<file path="config.mk">
export PLATFORM = sky130hd
export DESIGN_NAME = ultrasonic_range_controller
export DESIGN_NICKNAME = d
export VERILOG_FILES = /design/src/design/urc_pkg.sv /design/src/design/urc_scale.sv /design/src/design/urc_ctrl.sv /design/src/design/ultrasonic_range_controller.sv
export SDC_FILE = /design/constraint.sdc
export NUM_CORES = 1
export LEC_CHECK = 0
export BUFFER_PORTS_ARGS = -buffer_cell sky130_fd_sc_hd__buf_2
export CAP_MARGIN = 0
export CORE_UTILIZATION = 40
export CTS_CLUSTER_DIAMETER = 150
export DETAILED_ROUTE_END_ITERATION = 12
export GPL_ROUTABILITY_DRIVEN = 0
export HOLD_SLACK_MARGIN = 0.15
export SLEW_MARGIN = 20
export SYNTH_ARGS = -nofsm -noshare
export SYNTH_HDL_FRONTEND = slang
export SYNTH_SLANG_ARGS = --single-unit
</file>
<file path="constraint.sdc">
create_clock -name clk -period 9.35 [get_ports clk]
set_input_delay 0.4675 -clock clk [delete_from_list [all_inputs] [get_ports clk]]
set_output_delay 0.4675 -clock clk [all_outputs]
set_load 0.02 [all_outputs]
</file>
<file path="src/design/urc_pkg.sv">
`default_nettype none

package urc_pkg;

  // default timing parameters
  localparam int TICKS_PER_MS_DEF = 1000;
  localparam int TRIG_HIGH_US_DEF = 10;
  localparam int TRIG_LOW_US_DEF  = 4;

  // fixed field widths
  localparam int TICKS_W   = 18;
  localparam int MS_W      = 16;
  localparam int DIST_W    = 16;
  localparam int REFRESH_W = 16;
  localparam int SPEED_W   = 10;
  localparam int TIMEOUT_W = 8;
  localparam int CFG_IDX_W = 2;
  localparam int CFG_DAT_W = 16;

  // register indexes
  localparam logic [CFG_IDX_W-1:0] CFG_REFRESH = 2'd0;
  localparam logic [CFG_IDX_W-1:0] CFG_SPEED   = 2'd1;
  localparam logic [CFG_IDX_W-1:0] CFG_TIMEOUT = 2'd2;

  // register reset values
  localparam logic [REFRESH_W-1:0] REFRESH_RST = 16'd0;
  localparam logic [SPEED_W-1:0]   SPEED_RST   = 10'd343;
  localparam logic [TIMEOUT_W-1:0] TIMEOUT_RST = 8'd30;

  // distance = speed * width / 20000 = ((speed * width) >> 5) / 625
  // x / 625 == (x * ceil(2^33 / 625)) >> 33, exact for x < 2^23
  localparam int PROD_W      = SPEED_W + TICKS_W;   // 28
  localparam int PRE_SHIFT   = 5;
  localparam int X_W         = PROD_W - PRE_SHIFT;  // 23
  localparam int RECIP_W     = 24;
  localparam int RECIP_SHIFT = 33;
  localparam int MULT_W      = X_W + RECIP_W;       // 47
  localparam int Q_W         = MULT_W - RECIP_SHIFT; // 14
  localparam logic [RECIP_W-1:0] RECIP_625 = 24'd13743896;

  typedef struct packed {
    logic echo_level;
    logic request;
  } urc_in_t;

  typedef struct packed {
    logic              trigger_level;
    logic [DIST_W-1:0] distance_cm;
    logic              reading_done;
    logic              busy_res;
  } urc_out_t;

  typedef enum logic [2:0] {
    PH_IDLE       = 3'd0,
    PH_TRIG_LOW   = 3'd1,
    PH_TRIG_HIGH  = 3'd2,
    PH_WAIT_END   = 3'd3,
    PH_WAIT_START = 3'd4,
    PH_MEASURE    = 3'd5
  } phase_t;

  typedef struct packed {
    logic [REFRESH_W-1:0] refresh_ms;
    logic [TICKS_W-1:0]   limit;
  } cfg_t;

  typedef struct packed {
    logic               trig;
    logic               done;
    logic               busy;
    logic               finish;
    logic [TICKS_W-1:0] width;
  } step_t;

endpackage

`default_nettype wire

</file>
<file path="src/design/urc_scale.sv">
`default_nettype none

// Product to centimetres: divide by 20000 via shift and reciprocal multiply.
// Largest product 1023 * 262143 gives 13408, so no saturation is needed.
module urc_scale (
  input  wire logic [urc_pkg::PROD_W-1:0] prod,
  output logic      [urc_pkg::DIST_W-1:0] dist_cm
);

  logic [urc_pkg::X_W-1:0]    x;
  logic [urc_pkg::MULT_W-1:0] full;
  logic [urc_pkg::Q_W-1:0]    q;

  assign x       = prod[urc_pkg::PROD_W-1:urc_pkg::PRE_SHIFT];
  assign full    = urc_pkg::MULT_W'(x) * urc_pkg::MULT_W'(urc_pkg::RECIP_625);
  assign q       = full[urc_pkg::MULT_W-1:urc_pkg::RECIP_SHIFT];
  assign dist_cm = urc_pkg::DIST_W'(q);

endmodule

`default_nettype wire

</file>
<file path="src/design/urc_ctrl.sv">
`default_nettype none

// Time base and measurement sequencer, one tick per enabled cycle.
module urc_ctrl #(
  parameter int TICKS_PER_MS = urc_pkg::TICKS_PER_MS_DEF,
  parameter int TRIG_HIGH_US = urc_pkg::TRIG_HIGH_US_DEF,
  parameter int TRIG_LOW_US  = urc_pkg::TRIG_LOW_US_DEF
) (
  input  wire logic             clk,
  input  wire logic             rst_n,
  input  wire logic             en,
  input  wire urc_pkg::urc_in_t item,
  input  wire urc_pkg::cfg_t    cfg,
  output urc_pkg::step_t        step
);

  localparam int PRE_W = $clog2(TICKS_PER_MS + 1);

  urc_pkg::phase_t                phase_r, phase_nxt;
  logic [urc_pkg::TICKS_W-1:0]    ticks_r, ticks_nxt, ticks_inc;
  logic [urc_pkg::TICKS_W-1:0]    width_r, width_nxt;
  logic [PRE_W-1:0]               pre_r, pre_nxt, pre_inc;
  logic [urc_pkg::MS_W-1:0]       ms_r, ms_nxt;

  always_ff @(posedge clk) begin
    if (!rst_n) begin
      phase_r <= urc_pkg::PH_IDLE;
      ticks_r <= '0;
      width_r <= '0;
      pre_r   <= '0;
      ms_r    <= '1;
    end else if (en) begin
      phase_r <= phase_nxt;
      ticks_r <= ticks_nxt;
      width_r <= width_nxt;
      pre_r   <= pre_nxt;
      ms_r    <= ms_nxt;
    end
  end

  always_comb begin
    phase_nxt   = phase_r;
    ticks_nxt   = ticks_r;
    width_nxt   = width_r;
    step.trig   = 1'b0;
    step.done   = 1'b0;
    step.finish = 1'b0;
    step.width  = '0;

    // millisecond time base, saturating
    pre_inc = pre_r + PRE_W'(1);
    pre_nxt = pre_inc;
    ms_nxt  = ms_r;
    if (pre_inc >= PRE_W'(TICKS_PER_MS)) begin
      pre_nxt = '0;
      if (ms_r != '1) ms_nxt = ms_r + urc_pkg::MS_W'(1);
    end

    ticks_inc = (ticks_r != '1) ? ticks_r + urc_pkg::TICKS_W'(1) : ticks_r;

    unique case (phase_r)
      urc_pkg::PH_IDLE: begin
        if (item.request) begin
          if (ms_nxt < cfg.refresh_ms) begin
            step.done = 1'b1;   // too soon: answer with held distance
          end else begin
            ms_nxt    = '0;
            pre_nxt   = '0;
            phase_nxt = urc_pkg::PH_TRIG_LOW;
            ticks_nxt = urc_pkg::TICKS_W'(1);
          end
        end
      end
      urc_pkg::PH_TRIG_LOW: begin
        if (ticks_r < urc_pkg::TICKS_W'(TRIG_LOW_US)) begin
          ticks_nxt = ticks_r + urc_pkg::TICKS_W'(1);
        end else begin
          phase_nxt = urc_pkg::PH_TRIG_HIGH;
          ticks_nxt = urc_pkg::TICKS_W'(1);
          step.trig = 1'b1;
        end
      end
      urc_pkg::PH_TRIG_HIGH: begin
        if (ticks_r < urc_pkg::TICKS_W'(TRIG_HIGH_US)) begin
          ticks_nxt = ticks_r + urc_pkg::TICKS_W'(1);
          step.trig = 1'b1;
        end else begin
          phase_nxt = urc_pkg::PH_WAIT_END;
          ticks_nxt = '0;
          width_nxt = '0;
        end
      end
      default: begin
        ticks_nxt = ticks_inc;
        if (phase_r == urc_pkg::PH_WAIT_END) begin
          if (!item.echo_level) phase_nxt = urc_pkg::PH_WAIT_START;
        end else if (phase_r == urc_pkg::PH_WAIT_START) begin
          if (item.echo_level) begin
            phase_nxt = urc_pkg::PH_MEASURE;
            width_nxt = urc_pkg::TICKS_W'(1);
          end
        end else if (phase_r == urc_pkg::PH_MEASURE) begin
          if (item.echo_level) begin
            if (width_r != '1) width_nxt = width_r + urc_pkg::TICKS_W'(1);
          end else begin
            step.finish = 1'b1;   // falling edge beats timeout
            step.width  = width_r;
          end
        end else begin
          step.finish = 1'b1;     // bad phase code: treat as timeout
        end
        if (!step.finish && ticks_inc >= cfg.limit) begin
          step.finish = 1'b1;
          step.width  = '0;
        end
        if (step.finish) begin
          phase_nxt = urc_pkg::PH_IDLE;
          ticks_nxt = '0;
          step.done = 1'b1;
        end
      end
    endcase

    step.busy = (phase_nxt != urc_pkg::PH_IDLE);
  end

  a_trig_phase: assert property (@(posedge clk) disable iff (!rst_n)
    (en && step.trig) |->
      (phase_r == urc_pkg::PH_TRIG_LOW || phase_r == urc_pkg::PH_TRIG_HIGH))
    else $error("trigger outside trigger phases");

  a_done_idle: assert property (@(posedge clk) disable iff (!rst_n)
    (en && step.done) |=> (phase_r == urc_pkg::PH_IDLE))
    else $error("answered item left sequencer busy");

  a_width_zero_idle: assert property (@(posedge clk) disable iff (!rst_n)
    (en && step.finish && step.width != '0) |-> (phase_r == urc_pkg::PH_MEASURE))
    else $error("nonzero width outside measurement");

endmodule

`default_nettype wire

</file>
<file path="src/design/ultrasonic_range_controller.sv">
`default_nettype none

// Result path: input register, stage 2, output register; a stall at out_ready holds it.
// Throughput: one item per cycle unless out_ready stalls; each item is one microsecond tick,
// one result per item. Rate is set by the sequencer step and two-stage distance multiply.
// Reset (rst_n low, synchronous): pipeline empty, sequencer idle, held distance 0,
// last trigger treated as long ago, registers at refresh 0 / speed 343 / timeout 30 ms.
module ultrasonic_range_controller #(
  parameter int TICKS_PER_MS = urc_pkg::TICKS_PER_MS_DEF,
  parameter int TRIG_HIGH_US = urc_pkg::TRIG_HIGH_US_DEF,
  parameter int TRIG_LOW_US  = urc_pkg::TRIG_LOW_US_DEF
) (
  input  wire logic                          clk,
  input  wire logic                          rst_n,
  // input items
  input  wire logic                          in_valid,
  output logic                               in_ready,
  input  wire urc_pkg::urc_in_t              in_data,
  // result items
  output logic                               out_valid,
  input  wire logic                          out_ready,
  output urc_pkg::urc_out_t                  out_data,
  // configuration writes
  input  wire logic                          cfg_we,
  input  wire logic [urc_pkg::CFG_IDX_W-1:0] cfg_index,
  input  wire logic [urc_pkg::CFG_DAT_W-1:0] cfg_wdata
);

  // ---------------------------------------------------------------
  // Configuration registers. The timeout is kept as a tick limit,
  // scaled at write time so the sequencer compares directly.
  // ---------------------------------------------------------------
  logic [urc_pkg::REFRESH_W-1:0] refresh_r;
  logic [urc_pkg::SPEED_W-1:0]   speed_r;
  logic [urc_pkg::TICKS_W-1:0]   limit_r;

  always_ff @(posedge clk) begin
    if (!rst_n) begin
      refresh_r <= urc_pkg::REFRESH_RST;
      speed_r   <= urc_pkg::SPEED_RST;
      limit_r   <= urc_pkg::TICKS_W'(urc_pkg::TIMEOUT_RST) * urc_pkg::TICKS_W'(TICKS_PER_MS);
    end else if (cfg_we) begin
      unique case (cfg_index)
        urc_pkg::CFG_REFRESH: refresh_r <= cfg_wdata[urc_pkg::REFRESH_W-1:0];
        urc_pkg::CFG_SPEED:   speed_r   <= cfg_wdata[urc_pkg::SPEED_W-1:0];
        urc_pkg::CFG_TIMEOUT:
          limit_r <= urc_pkg::TICKS_W'(cfg_wdata[urc_pkg::TIMEOUT_W-1:0])
                     * urc_pkg::TICKS_W'(TICKS_PER_MS);
        default: ;            // unused index: write dropped
      endcase
    end
  end

  urc_pkg::cfg_t cfg;
  assign cfg.refresh_ms = refresh_r;
  assign cfg.limit      = limit_r;

  // ---------------------------------------------------------------
  // Pipeline handshake. Each stage advances when the next one is
  // empty or draining; ready ripples back from out_ready.
  // ---------------------------------------------------------------
  logic s1_valid_r, s2_valid_r, out_valid_r;
  logic s1_move, s2_move, s2_ready;

  assign s2_move  = s2_valid_r & (~out_valid_r | out_ready);
  assign s2_ready = ~s2_valid_r | s2_move;
  assign s1_move  = s1_valid_r & s2_ready;
  assign in_ready = ~s1_valid_r | s1_move;
  assign out_valid = out_valid_r;

  always_ff @(posedge clk) begin
    if (!rst_n) begin
      s1_valid_r  <= 1'b0;
      s2_valid_r  <= 1'b0;
      out_valid_r <= 1'b0;
    end else begin
      if (in_valid && in_ready) s1_valid_r <= 1'b1;
      else if (s1_move)         s1_valid_r <= 1'b0;
      if (s1_move)              s2_valid_r <= 1'b1;
      else if (s2_move)         s2_valid_r <= 1'b0;
      if (s2_move)              out_valid_r <= 1'b1;
      else if (out_ready)       out_valid_r <= 1'b0;
    end
  end

  // stage 1: input register
  urc_pkg::urc_in_t s1_item_r;
  always_ff @(posedge clk) begin
    if (in_valid && in_ready) s1_item_r <= in_data;
  end

  // sequencer: state advances as the stage 1 item moves on
  urc_pkg::step_t step;

  urc_ctrl #(
    .TICKS_PER_MS (TICKS_PER_MS),
    .TRIG_HIGH_US (TRIG_HIGH_US),
    .TRIG_LOW_US  (TRIG_LOW_US)
  ) u_ctrl (
    .clk   (clk),
    .rst_n (rst_n),
    .en    (s1_move),
    .item  (s1_item_r),
    .cfg   (cfg),
    .step  (step)
  );

  // stage 2: sequencer outputs plus speed * width product
  // (width is zero unless the item finishes a measurement)
  logic                         s2_trig_r, s2_done_r, s2_busy_r, s2_fin_r;
  logic [urc_pkg::PROD_W-1:0]   s2_prod_r;

  always_ff @(posedge clk) begin
    if (s1_move) begin
      s2_trig_r <= step.trig;
      s2_done_r <= step.done;
      s2_busy_r <= step.busy;
      s2_fin_r  <= step.finish;
      s2_prod_r <= urc_pkg::PROD_W'(speed_r) * urc_pkg::PROD_W'(step.width);
    end
  end

  // stage 3: reciprocal scaling, held distance and output register
  logic [urc_pkg::DIST_W-1:0] dist_cm;
  logic [urc_pkg::DIST_W-1:0] held_r;
  logic [urc_pkg::DIST_W-1:0] held_nxt;
  urc_pkg::urc_out_t          out_data_r;

  urc_scale u_scale (
    .prod    (s2_prod_r),
    .dist_cm (dist_cm)
  );

  assign held_nxt = s2_fin_r ? dist_cm : held_r;

  always_ff @(posedge clk) begin
    if (!rst_n) begin
      held_r <= '0;
    end else if (s2_move) begin
      held_r <= held_nxt;
    end
  end

  always_ff @(posedge clk) begin
    if (s2_move) begin
      out_data_r.trigger_level <= s2_trig_r;
      out_data_r.distance_cm   <= held_nxt;
      out_data_r.reading_done  <= s2_done_r;
      out_data_r.busy_res      <= s2_busy_r;
    end
  end

  assign out_data = out_data_r;

  // ---------------------------------------------------------------
  // Checks
  // ---------------------------------------------------------------
  a_ready_full: assert property (@(posedge clk) disable iff (!rst_n)
    !in_ready |-> (s1_valid_r && s2_valid_r && out_valid_r))
    else $error("input stalled with an empty stage");

  a_held_update: assert property (@(posedge clk) disable iff (!rst_n)
    (held_r != $past(held_r)) |-> $past(s2_move && s2_fin_r))
    else $error("held distance changed without a finished measurement");

  a_fin_done: assert property (@(posedge clk) disable iff (!rst_n)
    (s2_valid_r && s2_fin_r) |-> (s2_done_r && !s2_busy_r))
    else $error("finished item not flagged as answered");

endmodule

`default_nettype wire
</file>
# After elaboration in Yosys (flattened, before gate mapping)
# Cells that the tools add are included.
[totals]
ff_bits = 178
output_inout_bits = 21
input_bits = 25
word_cells = 136
[op_classes]
n_addsub = 4
n_reduce_logical = 19
n_mux = 57
n_eq_ne = 16
bitwise_logic = 9
order_cmp = 5
n_mul = 3
[op_table]
columns = ["operator", "count"]
rows = [
  ["$mux W18", 15],
  ["$mux W19", 6],
  ["$mux W16", 6],
  ["$pmux W18 S3", 1],
  ["$mul A23 B21 Y44 const B", 1],
  ["$mux W10", 4],
  ["$add A18 B1 Y18 const B", 2],
  ["$ne A18 B18 Y1 const B", 2],
  ["$pmux W18 S2", 1],
  ["$mul A10 B18 Y28", 1],
  ["$mux W3", 9],
  ["$ge A18 B18 Y1", 1],
  ["$lt A18 B3 Y1 const B", 1],
  ["$lt A18 B4 Y1 const B", 1],
  ["$add A16 B1 Y16 const B", 1],
  ["$lt A16 B16 Y1", 1],
  ["$ne A16 B16 Y1 const B", 1],
  ["$mul A8 B7 Y15 const B", 1],
  ["$mux W1", 12],
  ["$add A10 B1 Y10 const B", 1],
  ["$ge A10 B10 Y1 const B", 1],
  ["$pmux W3 S3", 1],
  ["$reduce_bool A3 Y1", 3],
  ["$ne A2 B2 Y1 const B", 4],
  ["other kinds (20)", 36],
]

# Logic depth before layout (Yosys ltp)
[logic_depth]
depth_word = 12
ltp_mapped = 24
ltp_nobuf = 22

# By module
# A second synthesis with hierarchy kept.
[unflattened]
hier_cells = 2658
area_unflattened_um2 = 24664.9
[by_module_without_submodules]
columns = ["mod", "cells_each", "instances", "seq_area_each_um2", "area_per_inst_um2"]
rows = [
  ["ultrasonic_range_controller", 1097, 1, 2792.7, 10990.5],
  ["urc_scale", 863, 1, 0.0, 8526.9],
  ["urc_ctrl", 698, 1, 1301.2, 5147.4],
]

# Worst setup path before layout
# OpenSTA, ideal clock, no wires.
[synth_path]
path_kind = "reg2reg"
from = "register s1_item_r[1] (netlist name)"
to = "register s2_prod_r[27] (netlist name), data pin"
setup_ns = 0.260
required_ns = 9.090
period_less_slack_ns = 6.429
arrival_time_ns = 6.169
stages_incl_launch_ff = 25
n_path_buf = 2
setup_slack_ns = 2.921
path_cell_list = "edfxtp_1 -> nor4bb_1 -> clkbuf_1 -> clkbuf_1 -> nand3_1 -> fa_1 -> inv_1 -> fa_1 -> inv_1 -> fa_1 -> inv_1 -> fa_1 -> inv_1 -> fa_1 -> inv_1 -> ha_1 -> nand2_1 -> o21ai_0 -> a41oi_1 -> a31oi_1 -> a211o_1 -> nand2_1 -> o211a_1 -> o21bai_1 -> xnor2_1"
[synth_via]
elab_chain_cells = 11
word_cells_on_any_way = 12
classes_between = "mul (1); mux (9); reduce/logical (2)"
[synth_rtl]
columns = ["item", "line_no", "text"]
rows = [
  ["start: declaration", "ultrasonic_range_controller.sv:87", "urc_pkg::urc_in_t s1_item_r;"],
  ["start signal: assignment", "ultrasonic_range_controller.sv:89", "if (in_valid && in_ready) s1_item_r <= in_data;"],
  ["$mux W19 (*)", "urc_ctrl.sv:103", "if (item.echo_level) begin"],
  ["$mux W1", "urc_ctrl.sv:102", "end else if (phase_r == urc_pkg::PH_MEASURE) begin"],
  ["$mux W19 (*)", "urc_ctrl.sv:97", "end else if (phase_r == urc_pkg::PH_WAIT_START) begin"],
  ["$mux W19 (*)", "urc_ctrl.sv:95", "if (phase_r == urc_pkg::PH_WAIT_END) begin"],
  ["$mux W19 (*)", "urc_ctrl.sv:61", "unique case (phase_r)"],
  ["$logic_not A1 Y1", "urc_ctrl.sv:112", "if (!step.finish && ticks_inc >= cfg.limit) begin"],
  ["$logic_and A1 B1 Y1", "urc_ctrl.sv:112", ""],
  ["$mux W19 (*)", "urc_ctrl.sv:112", ""],
  ["$mux W19 (*)", "urc_ctrl.sv:61", ""],
  ["$mux W18 (*)", "urc_ctrl.sv:61", ""],
  ["$mul A10 B18 Y28 (*)", "ultrasonic_range_controller.sv:119", "s2_prod_r <= urc_pkg::PROD_W'(speed_r) * urc_pkg::PROD_W'(step.width);"],
  ["end signal: assignment", "ultrasonic_range_controller.sv:119", ""],
  ["end: declaration", "ultrasonic_range_controller.sv:111", "logic [urc_pkg::PROD_W-1:0] s2_prod_r;"],
]
# Mark *: on every way between the ends. The rest lies on a longest branch, timed or not. The select of a mux whose other input is x is not followed.
# A chain may end at the register's enable or synchronous reset.

# Worst setup path after layout
[layout_path]
from = "register s2_prod_r[6] (netlist name)"
to = "register out_data_r, in the netlist out_data[15], data pin"
[layout_via]
elab_chain_cells = 2
[layout_rtl]
columns = ["item", "line_no", "text"]
rows = [
  ["$mul A23 B21 Y44", "urc_scale.sv:15", "assign full = urc_pkg::MULT_W'(x) * urc_pkg::MULT_W'(urc_pkg::RECIP_625);"],
  ["$mux W16", "ultrasonic_range_controller.sv:134", "assign held_nxt = s2_fin_r ? dist_cm : held_r;"],
  ["named net held_nxt (one bit)", "ultrasonic_range_controller.sv:126", "logic [urc_pkg::DIST_W-1:0] held_nxt;"],
  ["end: declaration", "ultrasonic_range_controller.sv:127", "urc_pkg::urc_out_t out_data_r;"],
]
# The timed path passes the listed nets, and every way through them passes these cells.

==> results.md <==
* Status: finished, final reports clean
* Number of filler cells placed in the layout at between 5k and 6k
* Rel. slew slack at 0.282
* Gr ovfl total at 0
* Synthesis-to-layout area growth at 6.45%
* Most used cell along the critical path: fa_1
* # diodes at 0
* Worst-Margin Slew at between 1 and 1.5 ns
* Die span in x at ~240 um
* Seq/Total Area, Yosys at 0.167
* Detailed-route via count at about 18k
* Maxcap violations at 0
* Row cnt at 88
* P per Cell Area at roughly 270 mW/mm^2
* Multi-input logic area at 0.0173 mm^2
* Maximum fanout along the worst path at 5
* Number of synthesized flops with an enable pin at 48
* Drt wl/cell at 17.2 um
* Commonest cells after routing, fill and taps aside: inv_1, fa_1, ha_1
* DIE AREA at 0.0599 mm^2
* Final hold slack at a little over 0.2 ns
* Seq cells post-synth at ~170
* Register area at 0.00394 mm^2
* Kind of critical path: reg2reg
* HPWL Detailed at about 46 mm
* RSZ-0062 raised after global routing: false
* Clock tree buffer depth at 2
* Worst EP arrival at 7.64 ns
* Ys Warns at 0
* CTS tree: built
* Crit end category: flop
* Period utilization at 0.795
* Vias in the first global route at 18.2k
* Worst Setup Start Kind: flop
* Ys async rst share at 0
* Mapped Area at 0.0236 mm^2
* First-pass GRT wire length at between 90 and 100 mm
* Root buffer cell: clkbuf_16
* Tmin final at 7.43 ns
* Final nets at ~3.2k
* Post-Syn Nets at 3270
* Tightest Hold Check Type: in2reg
* Reg clk slew, reported paths at 0.08 ns
* Total GRT Usage at 0.195
* Sequence of cells on the critical path: ha_1 -> inv_1 -> fa_1 -> fa_1 -> inv_1 -> fa_1 -> inv_1 -> fa_1 -> inv_1 -> fa_1 -> fa_1 -> ha_1 -> nand3_1 -> nor2_1 -> nand2_1 -> a2111oi_0 -> o21ai_0 -> a21oi_1 -> a21oi_1 -> o31ai_1 -> o31ai_1
* Fmax at around 0.13 GHz
* ANT nets after route at 0
* Via density at about 5.3
* # DRC at 0
* WL final at roughly 57 mm
* Worst Path Buf+Inv at 4
* CP max-delay cell: a2111oi_0
* Post-Syn Instances at roughly 2.6k
* Starting Density at 0.406
* Critical Path Max Stage Delay at roughly 0.80 ns
* Layout cell share with drive strength beyond 1 at 0.0514
* Peak VDD IR at about 0.99 mV
* Mapped Avg Cell Area at roughly 9 um^2
* IO Port Bufs at 45
* Post-CTS sizing at 0
* Core area at around 0.058 mm^2
* Static Leak at between 0.01 and 0.015 uW
* CTS buffer count at 17
* CP required at around 9.6 ns
* Drt first-iter violations at roughly 1.0k
* Clk_skew at between 0.015 and 0.02 ns
* Drt pass-1 iters at 5
* Leading cell type in the layout, fill and taps excluded: inv_1
* Top FF cell, synth: dfxtp_1
* Worst skew pair latency at around 0.46 ns
* Sink Count at roughly 170
* Netlist cell types at 75
* Initial antenna violation count at 0
* Die height at 245 um
* H-Tree Level Count at 4
* IO Pins at 46
* Setup_tns at 0 ns
* Hold Vio Cnt, Final at 0
* Largest net degree at the start of global routing at 101
* Delay-heaviest family, CP: adder cells
* Final Max Tran Viols at 0
* Endpoints failing setup at 0
[sequential cells by signal, indices dropped and copies added (netlist names), 2 cells and up]
signal          cells
held_r             16
limit_r            15
out_data           19
refresh_r          16
s1_item_r           2
s2_prod_r          23
speed_r            10
u_ctrl.ms_r        16
u_ctrl.phase_r      3
u_ctrl.pre_r       10
u_ctrl.ticks_r     18
u_ctrl.width_r     18
[layer usage]
metal / wire length, um / up-vias / global-route usage
li1: - / 8424 / -
met1: 25800 / 8664 / 0.255
met2: 27600 / 386 / 0.331
met3: 2510 / 67 / 0.0308
met4: 1230 / 0 / 0.0555
met5: 0 / - / 0
[report_power, final]
group / switching, uW / internal [uW] / leakage, uW
Sequential: 42.7 / 878 / 0.00145
Combinational: 2880 / 2170 / 0.0109
Clock: 342 / 393 / 0.000299
Total: 3260 / 3440 / 0.0126
[kinds of logic (layout without fill, tap and decap cells)]
group	Yosys count	count (layout)	synth area share
AND/OR/NAND/NOR	703	703	0.151
multiplexers	14	14	0.00653
AO/OA/AOI/OAI	336	336	0.0907
adder cells (fa/ha/maj)	664	664	0.458
flip-flops	173	173	0.167
XOR/XNOR	74	74	0.0275
buffers and inverters	617	603	0.0988
[metrics by stage]
stage / util / total power (uW) / area (um^2) / setup slack (ns) / instances
6_report: 0.433 / 6700 / 25100 / 1.92 / 3332
5_1_grt: 0.433 / 7460 / 25100 / 1.53 / 3332
4_1_cts: 0.433 / 6730 / 25100 / 1.85 / 3332
3_5_place_dp: 0.422 / 5910 / 24500 / 1.83 / 3299
3_3_place_gp: 0.422 / 5790 / 24500 / 1.96 / 3299
2_1_floorplan: - / 4710 / 23600 / 2.92 / 2581
[worst paths after layout]
path,start,to,slack (ns),cells past startpoint
hold reg to reg,s2_done_r,out_data[1],0.42,0
hold / removal,in_data[1],s1_item_r[1],0.20,1
setup reg to reg,s2_prod_r[6],out_data[15],1.92,21
setup / recovery,s2_prod_r[6],out_data[15],1.92,21
[final cells by class]
cell class | count | share of cell area
Tap cell | 765 | 0.0381
Timing Repair Buffer | 60 | 0.0136
Clock inverter | 14 | 0.00603
Inverter | 511 | 0.0764
Sequential cell | 173 | 0.157
Clock buffer | 18 | 0.0179
Multi-Input combinational cell | 1791 | 0.691
[synthesized netlist by cell type, drive strengths merged (10+ instances only)]
cell type / instances / area, um^2
inv: 510 / 1910
fa: 333 / 6670
ha: 331 / 4140
nand2: 224 / 841
a21oi: 125 / 626
dfxtp: 125 / 2500
and3: 117 / 732
nand3: 106 / 531
clkbuf: 85 / 319
nor2: 81 / 304
o21ai: 61 / 305
xnor2: 49 / 429
edfxtp: 48 / 1440
nand4: 35 / 225
nor3: 31 / 155
a21o: 27 / 203
xor2: 25 / 219
buf: 21 / 92.6
and2: 17 / 106
or3: 16 / 105
a31oi: 14 / 87.6
o211ai: 14 / 105
o21a: 13 / 97.6
nor2b: 12 / 75.1
mux2: 11 / 124
nor4: 11 / 68.8
o21bai: 10 / 75.1
[repair_timing]
action	CTS	global route
hold endpoints to repair	1	0
hold buffers	1	0
buffers inserted	0	0
Power figures use the tool's default switching activity.
